===== config.mk =====
export PLATFORM = sky130hd
export DESIGN_NAME = rsdk_cell
export DESIGN_NICKNAME = d
export VERILOG_FILES = /design/src/sv/rsdk_pkg.sv /design/src/sv/rsdk_cell.sv
export SDC_FILE = /design/constraint.sdc
export NUM_CORES = 1
export LEC_CHECK = 0
export BUFFER_PORTS_ARGS = -buffer_cell sky130_fd_sc_hd__buf_4
export CAP_MARGIN = 20
export CORE_MARGIN = 3
export CORE_UTILIZATION = 37
export CTS_CLUSTER_DIAMETER = 60
export DETAILED_ROUTE_END_ITERATION = 7
export PLACE_DENSITY = 0.79
export SLEW_MARGIN = 30
export SYNTH_ARGS = -nofsm -noshare
export SYNTH_HDL_FRONTEND = slang
export SYNTH_SLANG_ARGS = --single-unit

===== constraint.sdc =====
create_clock -name i_clk -period 3.2 [get_ports i_clk]
set_clock_uncertainty 0.1 [all_clocks]
set_input_delay 0.16 -clock i_clk [delete_from_list [all_inputs] [get_ports i_clk]]
set_output_delay 0.16 -clock i_clk [all_outputs]
set_load 0.05 [all_outputs]

===== src/sv/rsdk_pkg.sv =====
`timescale 1ns / 1ps
// ----------------------------------------------------------------------------
// rsdk_pkg
// shared types and constants of the descending-key record sorter
// ----------------------------------------------------------------------------

package rsdk_pkg;

    localparam int MAX_RECORDS = 64;
    localparam int CNT_W       = $clog2(MAX_RECORDS + 1);
    localparam int ID_W        = 32;
    localparam int HANDLE_W    = 16;
    localparam int SCORE_W     = 11;
    localparam int REC_W       = ID_W + HANDLE_W + SCORE_W;
    localparam int TDATA_W     = ((REC_W + 7) / 8) * 8;

    // packed so that the id sits in the lowest bits
    typedef struct packed {
        logic [SCORE_W-1:0]  score;
        logic [HANDLE_W-1:0] handle;
        logic [ID_W-1:0]     id;
    } t_rec;

    // per-cycle command broadcast to every cell
    typedef struct packed {
        logic ins;   // insert the incoming record
        logic pop;   // shift the chain toward the head
    } t_cell_ctrl;

    typedef enum logic {
        ST_FILL,
        ST_DRAIN
    } t_state;

endpackage


===== src/sv/rsdk_cell.sv =====
`timescale 1ns / 1ps
// ----------------------------------------------------------------------------
// rsdk_cell
// one slot of the sorted chain: keeps, takes the new record, or shifts
// ----------------------------------------------------------------------------

module rsdk_cell (
    input  logic                i_clk,
    input  logic                i_rst_n,
    input  rsdk_pkg::t_cell_ctrl i_ctrl,
    input  rsdk_pkg::t_rec      i_new,
    input  rsdk_pkg::t_rec      i_prev_rec,
    input  logic                i_prev_valid,
    input  logic                i_prev_keep,
    input  rsdk_pkg::t_rec      i_next_rec,
    input  logic                i_next_valid,
    output rsdk_pkg::t_rec      o_rec,
    output logic                o_valid,
    output logic                o_keep
);

    rsdk_pkg::t_rec r_rec, n_rec;
    logic           r_valid, n_valid;
    logic           w_keep;

    // equal scores stay ahead of the newcomer, which keeps arrival order
    assign w_keep = r_valid && (r_rec.score >= i_new.score);

    always_comb begin
        n_rec   = r_rec;
        n_valid = r_valid;
        priority if (i_ctrl.pop) begin
            n_rec   = i_next_rec;
            n_valid = i_next_valid;
        end else if (i_ctrl.ins && !w_keep) begin
            if (i_prev_keep) begin
                n_rec   = i_new;
                n_valid = 1'b1;
            end else begin
                n_rec   = i_prev_rec;
                n_valid = i_prev_valid;
            end
        end
    end

    always_ff @(posedge i_clk) begin
        if (!i_rst_n) begin
            r_valid <= 1'b0;
        end else begin
            r_valid <= n_valid;
        end
    end

    always_ff @(posedge i_clk) begin
        r_rec <= n_rec;
    end

    assign o_rec   = r_rec;
    assign o_valid = r_valid;
    assign o_keep  = w_keep;

endmodule


# Word level (Yosys, flattened, before mapping)

Cells that the tools add are included.

Memories kept: 0
Bits in latches: 0
Register bits after elaboration: 60
ROM bits: 0
Bits in writable memories: 0
Output and inout bits: 61
Input port bits: 184
Logic and storage cells: 15

$lt $le $gt $ge: 1
Reduce and logical (&&, ||, !) cells: 4
Muxes and demuxes: 6
Shift operators: 0
Add/subtract/negate cells: 0
Divide/modulo/power cells: 0
Equality and inequality tests: 0
Multipliers: 0
Bitwise operators: 0

Operators by type and width:

| cell                 | number |
|---|---|
| 2-to-1 mux 59 bit    | 3 |
| >= comparator 11 bit | 1 |
| 2-to-1 mux 1 bit     | 3 |
| logical AND 1 bit    | 2 |
| nonzero test 2 bit   | 1 |
| logical NOT 1 bit    | 1 |

# Depth between registers and ports, before layout

Gate-level depths: netlist of the first run.

Word-level depth: 6
Gate-level depth with buffers: 6
Depth with buffers taken out: 6

# Worst setup path after synthesis of the first run

No wires, ideal clock.

Path kind: register -> register
Start: register r_rec, in the netlist o_rec[56]
End: register r_rec, in the netlist o_rec[0], enable pin
Data required time: 2,673 ps
Stages on the path, launching flop included: 6
Setup time: 427 ps
Clock period less this slack: 3,592 ps
Data arrival time: 3,065 ps
Path slack: -392 ps
Buffers on the path: 0
Path through: edfxtp_1 -> ha_1 -> a211oi_1 -> nor2_1 -> a211oi_1 -> o31a_1

Longest elaborated chain between the ends: 5

RTL lines:

| element                             | RTL line        | RTL |
|---|---|---|
| start, declared                     | rsdk_cell.sv:22 | `rsdk_pkg::t_rec r_rec, n_rec;` |
| start signal, assigned              | rsdk_cell.sv:55 | `r_rec <= n_rec;` |
| >= comparator 11 bit                | rsdk_cell.sv:27 | `assign w_keep = r_valid && (r_rec.score >= i_new.score);` |
| logical AND 1 bit                   | rsdk_cell.sv:27 |  |
| logical NOT 1 bit                   | rsdk_cell.sv:35 | `end else if (i_ctrl.ins && !w_keep) begin` |
| logical AND 1 bit                   | rsdk_cell.sv:35 |  |
| nonzero test 2 bit (no source line) | -               |  |

No other way between the ends.
A chain may end at the register's enable or synchronous reset.

# Worst setup path in the final report of the first run

Start: register r_rec, in the netlist o_rec[56]
End: register r_rec, in the netlist o_rec[19], enable pin

Same word-level chain as after synthesis.

==> results of run 1 <==
[synth_stat cells, drive strengths merged]
library cell   n  share of area (%)
nand4          2               0.38
mux2i         59                 18
nor2b          1               0.19
o31a           1               0.26
a21oi          7                1.1
edfxtp        59                 53
nand2b         1               0.19
o21ai         64                9.6
inv           12                1.4
buf            7                1.0
and2           1               0.19
nor2           3               0.34
clkbuf        13                1.5
nand2         61                6.9
a2111oi        1               0.45
a211oi         2               0.45
ha            11                4.1
dfxtp          1               0.60
or4b           1               0.30
nor3           1               0.15
[worst max path at each step]
stage	endpoint	slack, ns	depth (start not counted)
2_1_floorplan	o_rec[0]	0.29	5
3_3_place_gp	o_rec[19]	0.93	6
3_5_place_dp	o_rec[23]	0.85	6
4_1_cts	o_rec[19]	0.83	6
5_1_grt	o_rec[19]	0.62	6
6_report	o_rec[19]	0.82	6
[what timing repair did]
action,CTS,global route
hold buffers,5,0
endpoints found under the hold margin,5,0
buffers inserted,0,0
[power by group through the flow]
stage / Combinational [W] / Clock, W / Sequential (W)
after floorplan: 0.000174 / 0 / 0.00131
after CTS: 0.000834 / 0.000748 / 0.000998
after detailed placement: 0.000829 / 0 / 0.00101
after global routing: 0.000879 / 0.000788 / 0.00101
after global placement: 0.000816 / 0 / 0.00101
final: 0.000826 / 0.000729 / 0.000997
[per-layer routing]
layer,global-route usage (%),vias to the layer above
met1,19.2,1416
met3,4.98,20
li1,-,1601
met5,0,-
met2,34.7,160
met4,8.39,0
[cell families (layout without fill, tap and decap cells)]
logic type | Yosys count | after routing
AOI/OAI and AO/OA | 75 | 75
and+or+nand+nor | 71 | 71
DFF | 60 | 60
muxes | 59 | 59
buffers and inverters | 32 | 280
adders and majority gates | 11 | 11
[final cells by class]
type                            count  share of cell area [%]
Timing Repair Buffer              252                    34.6
Sequential cell                    60                    32.6
Multi-Input combinational cell    216                    25.7
Tap cell                          105                    2.39
Clock buffer                        9                    2.25
Clock inverter                      7                    1.64
Inverter                           12                   0.819
[state kept, by name, indices dropped and copies added, names as in the netlist]
signal and flops:
o_rec 59, o_valid 1
[tightest hold or removal path, delay by kind of cell]
family	cells	cell delay [ns]
AO/OA/AOI/OAI	1	0.06
AND/OR/NAND/NOR	1	0.04
buffers and inverters	1	0.08
[metrics by stage]
| stage | hold WS [ns] | cells | power [W] | util [%] | worst slack, ns |
|---|---|---|---|---|---|
| 2_1_floorplan | 0.198 | 308 | 0.00148 | - | 0.292 |
| 3_3_place_gp | 0.327 | 640 | 0.00182 | 61.8 | 0.929 |
| 3_5_place_dp | 0.347 | 640 | 0.00184 | 61.8 | 0.850 |
| 4_1_cts | 0.00234 | 661 | 0.00258 | 64.9 | 0.832 |
| 5_1_grt | 0.00478 | 661 | 0.00267 | 64.9 | 0.617 |
| 6_report | 0.0186 | 661 | 0.00255 | 64.9 | 0.822 |
==> PnR_summary.wiki, run 1 <==
{| class="wikitable"
! Metric !! Value
|-
| Worst r2r src || o_rec[56]
|-
| Hold/Removal Path Class || input pin to flip-flop
|-
| Overall track demand over capacity in global routing || 18.6%
|-
| Fraction of power consumed by combinational cells || 32.4%
|-
| Port-buffer cells || 244
|-
| Final Net Count || 746
|-
| Simple-gate portion of the synthesized area || 8.61%
|-
| Number of routed nets with antenna violations || 0
|-
| Die Width || 101 µm
|-
| Critical Path Max Stage Delay || 0.40 ns
|-
| Worst-path clk slew || 0.07 ns
|-
| Post-Syn Nets || 503
|-
| Post-synth design cell area || 3330 µm²
|-
| Type of the setup path with the least slack || flip-flop to flip-flop
|-
| Area of combinational cells with multiple inputs || 1410 µm²
|-
| Post-Place Cell Area || 5230 µm²
|-
| PwrDens || 464 nW/µm²
|-
| Area fraction in compound gates after synthesis || 11.8%
|-
| Area added between synthesis and finish || 65.2%
|-
| Routed WL || 9940 µm
|-
| Number of sinks on the clock net || 60
|-
| Commonest cells after routing, fill and taps aside || sky130_fd_sc_hd__buf_4, sky130_fd_sc_hd__o21ai_0, sky130_fd_sc_hd__nand2_1
|-
| FMAX || 421 MHz
|-
| Fraction of power consumed by the clock network || 28.6%
|-
| Fraction of the yosys area taken by sequential cells || 53.8%
|-
| Final cycle utilization of the critical path || 74.3%
|-
| Total gr overflow || 0
|-
| Met1 wire length || 3490 µm
|-
| Pins over their slew limit || 0
|-
| Min Tclk post-route || 2.38 ns
|-
| Post-synthesis share of cell area spent on xor and xnor gates || 0%
|-
| H-tree level count || 3
|-
| Global-route wire length before repair || 14700 µm
|-
| Worst Min Path Start || i_next_rec[50]
|-
| Part of the power in registers || 39.1%
|-
| Launching element of the worst setup path || o_rec[56]
|-
| Worst Path Arrival || 2.26 ns
|-
| Number of gates resized after cts || 0
|-
| Register area || 1790 µm²
|-
| Dominant combinational cell family by area after synthesis || multiplexers
|-
| Effective utilization at floorplan || 39.3%
|-
| Maximum number of pins on one net before global-route repair || 78
|-
| Placeable Area || 8460 µm²
|-
| Setup TNS || 0 ns
|-
| Final hold vios || 0
|-
| Drt wl/cell || 15.0 µm
|-
| Slew at the pin closest to its max-slew limit || 0.993 ns
|-
| Placer congestion estimate || 0.817
|-
| Most used cell along the critical path || sky130_fd_sc_hd__a211oi_1
|-
| Share of cell area taken by muxes after synthesis || 17.7%
|-
| Post-route DRC violation count || 0
|-
| Clock tree from TritonCTS || yes
|-
| Maximum count of clock buffers along a single path || 2
|-
| Number of vias after detailed routing || 3197
|-
| Detail Route met3 WL || 893 µm
|-
| Num ports || 245
|-
| Detailed-routed wire length on met2 || 5330 µm
|-
| Rows || 33
|-
| Status || finished, final reports clean
|-
| Unique masters post-synth || 22
|-
| Critical path required time || 3.08 ns
|-
| Final setup fails || 0
|-
| Ratio of cells with drive above 1 in the final layout || 47.5%
|-
| Worst R2R Path Depth || 6
|-
| Number of global-route vias before repair || 3213
|-
| Largest vdd supply drop || 0.227 mV
|-
| DIE AREA || 10200 µm²
|-
| Vertical extent of the die || 101 µm
|-
| Antenna Diode Count || 0
|-
| Worst-skew pair later-pin latency || 0.32 ns
|-
| TritonCTS buffer count || 9
|-
| Highest metal layer used by the detailed router || met4
|-
| Setup slack of the most critical reg-to-reg path || 0.82 ns
|-
| Mean Syn Cell Area || 10.8 µm²
|-
| Setup crit start kind || flip-flop
|-
| Setup repair after global routing missed its margin || false
|-
| Cell-by-cell listing of the critical path || ha_1, a211oi_1, nor2_1, a211oi_1, o31a_2, buf_4
|-
| Worst-path maximum fanout || 32
|-
| End of the worst register-to-register path || o_rec[19]
|-
| Top delay family on crit path || compound AO/OA/AOI/OAI gates
|-
| Post-Syn Instances || 308
|-
| Commonest non-fill, non-tap cell in the layout || sky130_fd_sc_hd__buf_4
|-
| YS warnings || 0
|-
| Sum of buffers and inverters on the critical path || 1
|-
| Flops & latches, synth || 60
|-
| Cell with the largest stage delay on the worst path || sky130_fd_sc_hd__edfxtp_1
|-
| Switching share of power || 32.1%
|-
| DR pass1 iterations || 4
|-
| DRC marker count from the first detailed-route iteration || 73
|-
| Leakage power summed over all cells || 2.68 nW
|-
| Maximum capacitance violations || 0
|-
| Internal Power || 0.00173 W
|-
| Clock root buffer master || sky130_fd_sc_hd__clkbuf_8
|-
| Number of instances on the worst hold path || 3
|-
| Initial antenna violation count || 0
|-
| Power dissipated by switching net loads || 0.000820 W
|-
| Cell area after layout || 5500 µm²
|-
| Worst slew slack as a fraction of its limit || 33.8%
|-
| Endpoint type of the worst setup path || flip-flop
|-
| Detailed-route vias per instance || 4.84
|-
| Fill cell instance count of the final layout || 679
|-
| Endpoint of the worst hold-timing path || o_rec[50]
|-
| Arithmetic-cell share of the synthesized area counting full adders, half adders and majority gates || 4.14%
|-
| HPWL reported at the end of detailed placement || 8030 µm
|}
(Power assumes the default switching activity.)
==> inputs of run 2 (changes only) <==
--- a/config.mk
+++ b/config.mk
@@ -8,10 +8,10 @@
 export BUFFER_PORTS_ARGS = -buffer_cell sky130_fd_sc_hd__buf_4
 export CAP_MARGIN = 20
 export CORE_MARGIN = 3
-export CORE_UTILIZATION = 37
+export CORE_UTILIZATION = 41
 export CTS_CLUSTER_DIAMETER = 60
 export DETAILED_ROUTE_END_ITERATION = 7
-export PLACE_DENSITY = 0.79
+export PLACE_DENSITY = 0.83
 export SLEW_MARGIN = 30
 export SYNTH_ARGS = -nofsm -noshare
 export SYNTH_HDL_FRONTEND = slang
==> constraint.sdc (replaced) <==
create_clock -name i_clk -period 2.32 [get_ports i_clk]
set_clock_uncertainty 0.1 [all_clocks]
set_input_delay 0.116 -clock i_clk [delete_from_list [all_inputs] [get_ports i_clk]]
set_output_delay 0.116 -clock i_clk [all_outputs]
set_load 0.05 [all_outputs]
==> PnR_summary.wiki, run 2 (synthesis results as in run 1) <==
{| class="wikitable"
! Metric !! Value
|-
| Status || finished, final reports clean (unchanged)
|-
| H-tree level count || 3 (unchanged)
|-
| DIE AREA || 9230 µm² (was 10200 µm²)
|-
| Pins over their slew limit || 0 (unchanged)
|-
| Setup slack of the most critical reg-to-reg path || 0.17 ns (was 0.82 ns)
|-
| Worst-path clk slew || 0.07 ns (about the same)
|-
| Number of vias after detailed routing || 3473 (was 3197)
|-
| Top delay family on crit path || compound AO/OA/AOI/OAI gates (unchanged)
|-
| Pre-CTS setup slack || 0.0854 ns (was 0.850 ns)
|-
| Final Net Count || 795 (was 746)
|-
| Die Width || 96.1 µm (was 101 µm)
|-
| TritonCTS buffer count || 9 (unchanged)
|-
| Worst Path Arrival || 2.12 ns (was 2.26 ns)
|-
| Setup repair after global routing missed its margin || false (unchanged)
|-
| Final worst setup slack || 0.173 ns (was 0.822 ns)
|-
| Overall track demand over capacity in global routing || 24.0% (was 18.6%)
|-
| Routed WL || 11400 µm (was 9940 µm)
|-
| Maximum count of clock buffers along a single path || 2 (unchanged)
|-
| Maximum capacitance violations || 0 (unchanged)
|-
| Num ports || 245 (unchanged)
|-
| Sum of buffers and inverters on the critical path || 1 (unchanged)
|-
| Antenna Diode Count || 0 (unchanged)
|-
| Port-buffer cells || 244 (unchanged)
|-
| Drt wl/cell || 16.1 µm (was 15.0 µm)
|-
| FMAX || 466 MHz (was 421 MHz)
|-
| Commonest non-fill, non-tap cell in the layout || sky130_fd_sc_hd__buf_4 (unchanged)
|-
| Worst-path maximum fanout || 27 (was 32)
|-
| Post-CTS Setup Bufs || 0 (unchanged)
|-
| Clock root buffer master || sky130_fd_sc_hd__clkbuf_8 (unchanged)
|-
| Flip-flop count of the largest register, all copies and words added || 59 (unchanged)
|-
| Cell area after layout || 6040 µm² (was 5500 µm²)
|-
| Number of sinks on the clock net || 60 (unchanged)
|-
| Worst r2r src || o_rec[58] (was o_rec[56])
|-
| Worst Min Path Start || i_next_rec[6] (was i_next_rec[50])
|-
| Placer congestion estimate || 0.807 (was 0.817)
|-
| Cell with the largest stage delay on the worst path || sky130_fd_sc_hd__edfxtp_1 (unchanged)
|-
| Setup crit start kind || flip-flop (unchanged)
|-
| DR pass1 iterations || 5 (was 4)
|-
| Global-route wire length before repair || 16400 µm (was 14700 µm)
|-
| HPWL reported at the end of detailed placement || 8120 µm (was 8030 µm)
|-
| Clock tree from TritonCTS || yes (unchanged)
|-
| Final hold vios || 0 (unchanged)
|-
| Post-route DRC violation count || 0 (unchanged)
|-
| Cell-by-cell listing of the critical path || ha_1, nand4_1, nor2_2, a211oi_2, o31a_4, buf_6 (was ha_1, a211oi_1, nor2_1, a211oi_1, o31a_2, buf_4)
|-
| Final setup fails || 0 (unchanged)
|-
| Effective utilization at floorplan || 42.6% (was 39.3%)
|-
| Area added between synthesis and finish || 81.5% (was 65.2%)
|-
| Leakage power summed over all cells || 2.91 nW (was 2.68 nW)
|-
| DRC marker count from the first detailed-route iteration || 169 (was 73)
|-
| Type of the setup path with the least slack || flip-flop to flip-flop (unchanged)
|-
| Hold Slack || 0.00864 ns (was 0.0186 ns)
|-
| Initial antenna violation count || 0 (unchanged)
|-
| Detailed-route vias per instance || 4.91 (was 4.84)
|-
| Critical Path Max Stage Delay || 0.41 ns (was 0.40 ns)
|-
| Total gr overflow || 0 (unchanged)
|-
| Slew at the pin closest to its max-slew limit || 0.606 ns (was 0.993 ns)
|-
| Critical path required time || 2.29 ns (was 3.08 ns)
|-
| Rows || 32 (was 33)
|-
| PwrDens || 601 nW/µm² (was 464 nW/µm²)
|-
| Worst-skew pair later-pin latency || 0.33 ns (was 0.32 ns)
|-
| Setup TNS || 0 ns (unchanged)
|-
| Hold/Removal Path Class || input pin to flip-flop (unchanged)
|-
| Launching element of the worst setup path || o_rec[58] (was o_rec[56])
|-
| Worst slew slack as a fraction of its limit || 59.6% (was 33.8%)
|-
| Number of routed nets with antenna violations || 0 (unchanged)
|-
| Vertical extent of the die || 96.1 µm (was 101 µm)
|-
| Number of global-route vias before repair || 3527 (was 3213)
|-
| Fill cell instance count of the final layout || 509 (was 679)
|-
| Ratio of cells with drive above 1 in the final layout || 44.3% (was 47.5%)
|-
| Largest vdd supply drop || 0.328 mV (was 0.227 mV)
|-
| Min Tclk post-route || 2.15 ns (was 2.38 ns)
|-
| Endpoint type of the worst setup path || flip-flop (unchanged)
|-
| Total power consumption of the routed design || 0.00363 W (was 0.00255 W)
|-
| Maximum number of pins on one net before global-route repair || 121 (was 78)
|-
| Commonest cells after routing, fill and taps aside || sky130_fd_sc_hd__buf_4, sky130_fd_sc_hd__o21ai_0, sky130_fd_sc_hd__nand2_1 (unchanged)
|-
| Final cycle utilization of the critical path || 92.6% (was 74.3%)
|-
| Post-Place Cell Area || 5290 µm² (was 5230 µm²)
|-
| Placeable Area || 7810 µm² (was 8460 µm²)
|}
[run 2: cell count changes in the layout (fill, tap and decap cells not counted)]
cell,change
sky130_fd_sc_hd__nor2_1,-1
sky130_fd_sc_hd__o31a_2,-1
sky130_fd_sc_hd__a211oi_2,+2
sky130_fd_sc_hd__buf_4,-3
sky130_fd_sc_hd__nor2_2,+1
sky130_fd_sc_hd__dlygate4sd3_1,+48
sky130_fd_sc_hd__buf_12,+3
sky130_fd_sc_hd__buf_6,+1
sky130_fd_sc_hd__o31a_4,+1
sky130_fd_sc_hd__a211oi_1,-2
[run 2: report_power, final]
| group | internal, W | switching [W] | total [W] |
|---|---|---|---|
| logic | 0.000518 | 0.000723 | 0.00124 |
| registers | 0.00134 | 0.0000382 | 0.00137 |
| clock network | 0.000600 | 0.000416 | 0.00102 |
[run 2: timing repair]
action,4_1_cts,5_1_grt
endpoints found under the setup margin,0,27
endpoints found under the hold margin,53,0
hold buffers,53,0
gates resized for setup,0,2
[run 2: routing by layer]
| metal | track usage (%) | share of wire (%) |
|---|---|---|
| met1 | 22.8 | 33 |
| met2 | 45.3 | 54 |
| met3 | 7.27 | 9.9 |
| met4 | 12.9 | 3.0 |
| met5 | 0 | 0 |
[run 2: layout make-up]
cell class                 count  area [µm²]  area share (%)
timing repair buffer         301        2430            40.3
clock inverter                 7        90.1            1.49
sequential                    60        1790            29.7
tap                          102         128            2.11
inverter                      12        45.0           0.745
clock buffer                   9         124            2.05
multi-input combinational    216        1430            23.7
[run 2: worst min-delay path, cell delays in order]
cell	delay, ns
sky130_fd_sc_hd__buf_4	0.08
sky130_fd_sc_hd__nand2_1	0.05
sky130_fd_sc_hd__o21ai_0	0.07
[run 2: metrics by stage]
stage,utilization [%],std cells
2_1_floorplan,-,308
3_3_place_gp,67.8,638
3_5_place_dp,67.8,638
5_1_grt,77.4,707
4_1_cts,77.3,707
6_report,77.4,707
[run 2: path summary, 6_finish.rpt]
path              end  depth (start not counted)
max          o_rec[7]                          6
min          o_rec[6]                          3
max reg2reg  o_rec[7]                          6
min reg2reg   o_valid                          3
